`src/rspm_pkg.sv`:
```
// shared constants and types for the rolling sum pattern matcher
package rspm_pkg;

  localparam int MAX_PATTERN   = 64;
  localparam int POSITION_BITS = 20;
  localparam int BYTE_W        = 8;
  localparam int INDEX_W       = 6;
  localparam int CFG_W         = 7;
  localparam int HASH_W        = 16;
  localparam int LEN_W         = $clog2(MAX_PATTERN + 1);
  localparam int ADDR_W        = (MAX_PATTERN > 1) ? $clog2(MAX_PATTERN) : 1;

  localparam logic [POSITION_BITS-1:0] POS_MAX = '1;

  typedef enum logic {
    MODE_PATTERN = 1'b0,
    MODE_TEXT    = 1'b1
  } mode_t;

  typedef struct packed {
    logic              pat_we;
    logic [ADDR_W-1:0] pat_addr;
    logic              pat_first;
    logic              shift;
    logic              clear;
    logic [BYTE_W-1:0] data;
  } match_ctl_t;

endpackage

```
`src/rspm_in_if.sv`:
```
// input item channel: valid, ready and the input fields
interface rspm_in_if;
  import rspm_pkg::*;

  logic               valid;
  logic               ready;
  logic               mode;
  logic [INDEX_W-1:0] pattern_index;
  logic [BYTE_W-1:0]  byte_value;
  logic               last_text;

  modport source (output valid, mode, pattern_index, byte_value, last_text, input ready);
  modport sink   (input valid, mode, pattern_index, byte_value, last_text, output ready);
endinterface

```
`src/rspm_out_if.sv`:
```
// result item channel: valid, ready and the result fields
interface rspm_out_if;
  import rspm_pkg::*;

  logic                     valid;
  logic                     ready;
  logic                     is_end;
  logic                     match_found;
  logic [POSITION_BITS-1:0] start_position;
  logic                     last;

  modport source (output valid, is_end, match_found, start_position, last, input ready);
  modport sink   (input valid, is_end, match_found, start_position, last, output ready);
endinterface

```
`src/rspm_match.sv`:
```
// pattern store, aligned text window, rolling sums and parallel byte compare
module rspm_match import rspm_pkg::*; (
  input  logic             clk,
  input  logic             rst,
  input  match_ctl_t       ctl,
  input  logic [LEN_W-1:0] len,
  output logic             hit
);

  logic [BYTE_W-1:0]      pattern     [MAX_PATTERN];
  logic [BYTE_W-1:0]      window      [MAX_PATTERN];
  logic [BYTE_W-1:0]      window_next [MAX_PATTERN];
  logic [HASH_W-1:0]      pattern_sum;
  logic [HASH_W-1:0]      window_sum;
  logic [HASH_W-1:0]      window_sum_next;
  logic [LEN_W-1:0]       fill_count;
  logic [LEN_W-1:0]       fill_next;
  logic                   full;
  logic [MAX_PATTERN-1:0] lane_eq;

  // lane k holds the text byte that lines up with pattern byte k, newest at lane len-1
  always_comb begin
    full = (fill_count >= len);
    for (int k = 0; k < MAX_PATTERN - 1; k++) begin
      window_next[k] = window[k + 1];
      if (int'(len) == k + 1) begin
        window_next[k] = ctl.data;
      end
    end
    window_next[MAX_PATTERN-1] = window[MAX_PATTERN-1];
    if (int'(len) == MAX_PATTERN) begin
      window_next[MAX_PATTERN-1] = ctl.data;
    end
    window_sum_next = (full ? (window_sum - HASH_W'(window[0])) : window_sum)
                      + HASH_W'(ctl.data);
    fill_next = full ? fill_count : fill_count + 1'b1;
    for (int k = 0; k < MAX_PATTERN; k++) begin
      lane_eq[k] = (k >= int'(len)) || (window_next[k] == pattern[k]);
    end
    hit = (fill_next >= len) && (window_sum_next == pattern_sum) && (&lane_eq);
  end

  always_ff @(posedge clk) begin
    if (ctl.pat_we) begin
      pattern[ctl.pat_addr] <= ctl.data;
    end
    if (ctl.shift) begin
      window <= window_next;
    end
  end

  always_ff @(posedge clk) begin
    if (rst) begin
      pattern_sum <= '0;
    end else if (ctl.pat_we) begin
      pattern_sum <= ctl.pat_first ? HASH_W'(ctl.data) : pattern_sum + HASH_W'(ctl.data);
    end
  end

  always_ff @(posedge clk) begin
    if (rst || ctl.clear) begin
      window_sum <= '0;
      fill_count <= '0;
    end else if (ctl.shift) begin
      window_sum <= window_sum_next;
      fill_count <= fill_next;
    end
  end

endmodule

```
`src/rolling_sum_pattern_matcher_core.sv`:
```
// top level of the rolling sum pattern matcher
// an input item passes the input register and then the result register before its result is offered
// throughput: one item per cycle while results are taken; an item with a match on the final text byte holds
// the input while its two results drain
// the full window compare and both sums are evaluated in the single stage after the input register
// reset: synchronous, clears pattern sum, per-text state and handshake state, length reads 1
module rolling_sum_pattern_matcher_core import rspm_pkg::*; (
  input  logic             clk,
  input  logic             rst,
  rspm_in_if.sink          items,
  rspm_out_if.source       results,
  input  logic             cfg_we,
  input  logic [CFG_W-1:0] cfg_wdata
);

  logic [LEN_W-1:0]         len;
  logic                     s0_valid;
  logic                     s0_mode;
  logic [INDEX_W-1:0]       s0_index;
  logic [BYTE_W-1:0]        s0_byte;
  logic                     s0_last;
  logic [POSITION_BITS-1:0] position;
  logic                     any_match;
  logic                     m_pend;
  logic                     e_pend;
  logic [POSITION_BITS-1:0] res_pos;
  logic                     res_any;

  logic                     is_text;
  logic                     adv;
  logic                     pop;
  logic                     out_free;
  logic                     hit;
  logic                     text_hit;
  logic [POSITION_BITS-1:0] position_next;
  logic [POSITION_BITS-1:0] start;
  logic [LEN_W-1:0]         len_next;
  match_ctl_t               ctl;

  assign is_text  = (s0_mode == MODE_TEXT);
  assign pop      = results.valid && results.ready;
  assign out_free = !(m_pend || e_pend) || (pop && !(m_pend && e_pend));
  assign adv      = s0_valid && out_free;
  assign items.ready = !s0_valid || adv;
  assign text_hit = is_text && hit;

  always_comb begin
    ctl.pat_we    = adv && !is_text && (int'(s0_index) < MAX_PATTERN);
    ctl.pat_addr  = ADDR_W'(s0_index);
    ctl.pat_first = (s0_index == '0);
    ctl.shift     = adv && is_text;
    ctl.clear     = cfg_we || (adv && is_text && s0_last);
    ctl.data      = s0_byte;
  end

  always_comb begin
    if (cfg_wdata == '0) begin
      len_next = LEN_W'(1);
    end else if (int'(cfg_wdata) > MAX_PATTERN) begin
      len_next = LEN_W'(MAX_PATTERN);
    end else begin
      len_next = LEN_W'(cfg_wdata);
    end
    position_next = (position == POS_MAX) ? position : position + 1'b1;
    start         = position_next - POSITION_BITS'(len) + 1'b1;
  end

  rspm_match u_match (
    .clk (clk),
    .rst (rst),
    .ctl (ctl),
    .len (len),
    .hit (hit)
  );

  always_ff @(posedge clk) begin
    if (rst) begin
      len <= LEN_W'(1);
    end else if (cfg_we) begin
      len <= len_next;
    end
  end

  // input register
  always_ff @(posedge clk) begin
    if (rst) begin
      s0_valid <= 1'b0;
    end else if (items.ready) begin
      s0_valid <= items.valid;
    end
    if (items.valid && items.ready) begin
      s0_mode  <= items.mode;
      s0_index <= items.pattern_index;
      s0_byte  <= items.byte_value;
      s0_last  <= items.last_text;
    end
  end

  // per-text position and match flag
  always_ff @(posedge clk) begin
    if (rst || ctl.clear) begin
      position  <= '0;
      any_match <= 1'b0;
    end else if (ctl.shift) begin
      position  <= position_next;
      any_match <= any_match || hit;
    end
  end

  // result register, match result goes out before the end result
  always_ff @(posedge clk) begin
    if (rst) begin
      m_pend <= 1'b0;
      e_pend <= 1'b0;
    end else if (adv) begin
      m_pend <= text_hit;
      e_pend <= is_text && s0_last;
    end else if (pop) begin
      if (m_pend) begin
        m_pend <= 1'b0;
      end else begin
        e_pend <= 1'b0;
      end
    end
    if (adv) begin
      res_pos <= start;
      res_any <= any_match || text_hit;
    end
  end

  assign results.valid          = m_pend || e_pend;
  assign results.is_end         = !m_pend;
  assign results.match_found    = m_pend || res_any;
  assign results.start_position = m_pend ? res_pos : '0;
  assign results.last           = !(m_pend && e_pend);

endmodule

```
`src/flat_wrapper.sv`:
```
// flat-port wrapper written by rule: the top's interface ports become plain ports
module rolling_sum_pattern_matcher_core_flat import rspm_pkg::*;
  (clk, rst, cfg_we, cfg_wdata, items_valid, items_mode, items_pattern_index, items_byte_value, items_last_text, items_ready, results_valid, results_is_end, results_match_found, results_start_position, results_last, results_ready);
  rspm_in_if items_i ();
  rspm_out_if results_i ();
  input  logic clk;
  input  logic rst;
  input  logic cfg_we;
  input  logic [CFG_W-1:0] cfg_wdata;
  input wire logic [$bits(items_i.valid)-1:0] items_valid;
  input wire logic [$bits(items_i.mode)-1:0] items_mode;
  input wire logic [$bits(items_i.pattern_index)-1:0] items_pattern_index;
  input wire logic [$bits(items_i.byte_value)-1:0] items_byte_value;
  input wire logic [$bits(items_i.last_text)-1:0] items_last_text;
  output wire logic [$bits(items_i.ready)-1:0] items_ready;
  output wire logic [$bits(results_i.valid)-1:0] results_valid;
  output wire logic [$bits(results_i.is_end)-1:0] results_is_end;
  output wire logic [$bits(results_i.match_found)-1:0] results_match_found;
  output wire logic [$bits(results_i.start_position)-1:0] results_start_position;
  output wire logic [$bits(results_i.last)-1:0] results_last;
  input wire logic [$bits(results_i.ready)-1:0] results_ready;
  assign items_i.valid = items_valid;
  assign items_i.mode = items_mode;
  assign items_i.pattern_index = items_pattern_index;
  assign items_i.byte_value = items_byte_value;
  assign items_i.last_text = items_last_text;
  assign items_ready = items_i.ready;
  assign results_valid = results_i.valid;
  assign results_is_end = results_i.is_end;
  assign results_match_found = results_i.match_found;
  assign results_start_position = results_i.start_position;
  assign results_last = results_i.last;
  assign results_i.ready = results_ready;
  rolling_sum_pattern_matcher_core u_core (.clk(clk), .rst(rst), .items(items_i), .results(results_i), .cfg_we(cfg_we), .cfg_wdata(cfg_wdata));
endmodule
```
`config.mk`:
```
export PLATFORM = sky130hd
export DESIGN_NAME = rolling_sum_pattern_matcher_core_flat
export DESIGN_NICKNAME = d
export VERILOG_FILES = /design/src/rspm_pkg.sv /design/src/rspm_in_if.sv /design/src/rspm_out_if.sv /design/src/rspm_match.sv /design/src/rolling_sum_pattern_matcher_core.sv /design/src/flat_wrapper.sv
export SDC_FILE = /design/constraint.sdc
export NUM_CORES = 2
export LEC_CHECK = 0
export BUFFER_PORTS_ARGS = -buffer_cell sky130_fd_sc_hd__buf_2
export CAP_MARGIN = 20
export CORE_MARGIN = 5
export CORE_UTILIZATION = 40
export DETAILED_ROUTE_END_ITERATION = 7
export PLACE_DENSITY_LB_ADDON = 0.08
export SYNTH_ARGS = -nofsm -noshare
export SYNTH_HDL_FRONTEND = slang
export SYNTH_SLANG_ARGS = --single-unit
```
`constraint.sdc`:
```
create_clock -name clk -period 48.6 [get_ports clk]
set_clock_uncertainty 0.2 [all_clocks]
set_input_delay 2.43 -clock clk [delete_from_list [all_inputs] [get_ports clk]]
set_output_delay 2.43 -clock clk [all_outputs]
set_load 0.005 [all_outputs]
```
==> summary.txt <==
WP data required: 49.06 ns
shortest period the worst path allows: 7.17 ns
pin count of the biggest net entering global routing: 79
clk sinks: 1,131
hold slack: 0.278 ns
post-DP HPWL: 123 mm
Worst Hold Depth: 2
CTS tree: done
CTS root buf: clkbuf_16
CP Class: reg2reg
flops & latches, synth: 1,131
max-cap viol count: 0
die width: 388 microns
Worst IR Drop VDD: 27.5 uV
syn avg cell area: 11.6 sq um
CTS Buf Count: 134
Leakage: 22.3 nW
RSZ-0062 raised after global routing: false
total track usage: 24.3%
Synth area leader: edfxtp_1
die area: 150,000 sq um
Least-Margin Pin Slew: 1.28 ns
IO Count: 53
layout cells sized above 1: 10.8%
Hold Vio Cnt, Final: 0
Pwr Density: 35.0 nW/um^2
drt drc: 0
Worst R2R Path Depth: 21
GPL Wtd Cong: 0.908
area share of the largest cell type after synthesis: 55.8%
warning count from the yosys run: 0
predominant post-synthesis flop cell: edfxtp_1
Max clock buf depth: 3
Layout area overhead: 11.7%
post_cts resized: 0
final setup fails: 0
count of buffers from port buffering: 52
Worst Setup End Kind: register
vias: 40,100
crit start category: register
first-pass iteration count of the detailed router: 8
most frequent cells in the layout: 1,061 x edfxtp_1, 446 x nand2_1, 430 x o21ai_0, 342 x xnor2_1, 323 x inv_1
Post-Route WL: 188 mm
sequential area share after synthesis: 58.2%
first-pass GRT wire length: 272 mm
worst path arrival time: 7.63 ns
fmax: 0.139 GHz
number of flops mapped to enable cells by yosys: 1,061
max-slew violation count: 0
CP max stage delay: 0.89 ns
Final ANT Viol Nets: 0
Setup Fix Bufs, Post-CTS: 0
critical path's slowest cell: dfxtp_1
WL/cell: 27.1 microns
FP Rows: 138
Synth async-reset ratio: 0%
H-tree Lvls: 4
Post-Syn Instances: 4,906
most common cell after layout, fill and taps aside: edfxtp_1
Core Region: 142,000 sq um
status: finished clean
clock slew seen by the registers of the worst setup and hold paths: 0.06 ns
HP Class: reg2reg
final worst path period share: 14.8%
worst-path fanout max: 23
number of library cell types mapped by synthesis: 100
DR iter-0 viols: 4,488
syn nets: 5,005
Die H: 388 microns
Worst-Skew Late Latency: 0.77 ns
number of global-route vias before repair: 39,100
Initial Util: 40.3%
largest cells by area after synthesis: edfxtp_1 56%, xnor2_1 5.2%, xor2_1 4.4%, o21ai_0 3.8%, mux2_2 3.2%
worst-path cell chain: inv_1 -> ha_1 -> a21oi_1 -> nor3b_1 -> o21ai_0 -> nand2_1 -> nand2_1 -> o21ai_0 -> ha_1 -> inv_1 -> fa_1 -> o21ai_0 -> a31oi_1 -> xor2_1 -> xnor2_1 -> nor4_1 -> nand3_1 -> or4_1 -> nor4_2 -> nand2_1 -> o41ai_2
initial antenna violation count: 7
nets: 5,033
setup TNS: 0 ns
worst rel slew slack: 13.8%
Vias/cell: 5.78
mapped cell area: 57,100 sq um
hold buffer count at CTS: 0
Overflow after GRT: 0
[through the flow]
step	area, sq um	power [mW]	utilization, %	worst slack, ns	cells
after floorplan	57100	1.21	-	29.73	4906
after global placement	59600	1.27	42.0	40.93	6686
after detailed placement	59600	1.27	42.0	40.86	6688
after CTS	63800	2.25	45.0	41.43	6928
after global routing	63800	2.30	45.0	40.90	6928
final	63800	2.23	45.0	41.43	6931
[power by group]
group / internal (mW) / total (mW) / switching [mW] / leakage, nW
Combinational: 0.0467 / 0.159 / 0.112 / 9.97
Sequential: 1.08 / 1.09 / 0.0135 / 10.2
Clock: 0.571 / 0.976 / 0.405 / 2.07
Total: 1.70 / 2.23 / 0.531 / 22.3
[layer usage]
metal / track usage, % / vias up / routed length [microns]
met2: 38.0 / 1557 / 84200
li1: - / 18200 / -
met1: 34.3 / 20000 / 83900
met4: 8.38 / 4 / 6580
met3: 4.21 / 327 / 13100
met5: 0 / - / 27
[cell families after synthesis]
kind of cell	after synthesis	synth area share, %
AND/OR/NAND/NOR	1196	10.3
flip-flops	1131	58.2
AO/OA/AOI/OAI	1109	12.6
XOR/XNOR	628	9.68
buffers and inverters	590	4.02
multiplexers	180	3.52
adder cells (fa/ha/maj)	72	1.63
[sequential cells by signal, summed over array words and instances (netlist names), 6 cells and up]
signal	cells
u_core.u_match.pattern	512
u_core.u_match.window_sum	16
u_core.u_match.pattern_sum	16
u_core.s0_byte	8
u_core.u_match.fill_count	7
u_core.res_pos	20
u_core.len	7
u_core.position	20
u_core.s0_index	6
u_core.u_match.window	512
[path summary, 6_finish.rpt]
kind	from	slack [ns]	endpoint
hold / removal	u_core.any_match$_SDFFE_PP0P_	0.28	u_core.any_match$_SDFFE_PP0P_
setup reg to reg	u_core.len[4]$_SDFFE_PP0P_	41.43	u_core.m_pend$_SDFFE_PP0P_
hold reg to reg	u_core.any_match$_SDFFE_PP0P_	0.28	u_core.any_match$_SDFFE_PP0P_
setup / recovery	u_core.len[4]$_SDFFE_PP0P_	41.43	u_core.m_pend$_SDFFE_PP0P_
[cell usage after synthesis (31+ instances only)]
cell type / count
buf_1: 31
nor2b_1: 36
nand3_1: 61
o21ai_0: 430
mux2_2: 160
nand2b_1: 39
o221ai_1: 33
xnor2_1: 342
a221oi_1: 55
a222oi_1: 35
xor2_1: 284
nor2_1: 236
nor3_1: 63
nor4_1: 72
a21oi_1: 120
o22ai_1: 132
buf_2: 39
dfxtp_1: 70
edfxtp_1: 1061
nand2_1: 446
inv_1: 327
nand4_1: 83
clkbuf_1: 181
ha_1: 67
[area by class of cell]
| type | count | area, sq um |
|---|---|---|
| Antenna cell | 3 | 7.51 |
| Clock buffer | 177 | 3690 |
| Clock inverter | 63 | 524 |
| Fill cell | 13100 | 78000 |
| Inverter | 332 | 1270 |
| Multi-Input combinational cell | 3185 | 21600 |
| Sequential cell | 1131 | 33300 |
| Tap cell | 1890 | 2360 |
| Timing Repair Buffer | 150 | 1110 |
[worst max-delay path: cells and delay by family, from the launching register on]
family / cells / cell delay (ns)
AO/OA/AOI/OAI: 6 / 1.16
flip-flops: 1 / 0.89
adder cells (fa/ha/maj): 3 / 0.94
AND/OR/NAND/NOR: 8 / 2.84
XOR/XNOR: 2 / 0.42
buffers and inverters: 2 / 0.58
Note: power is estimated with default switching activity, not from simulation.
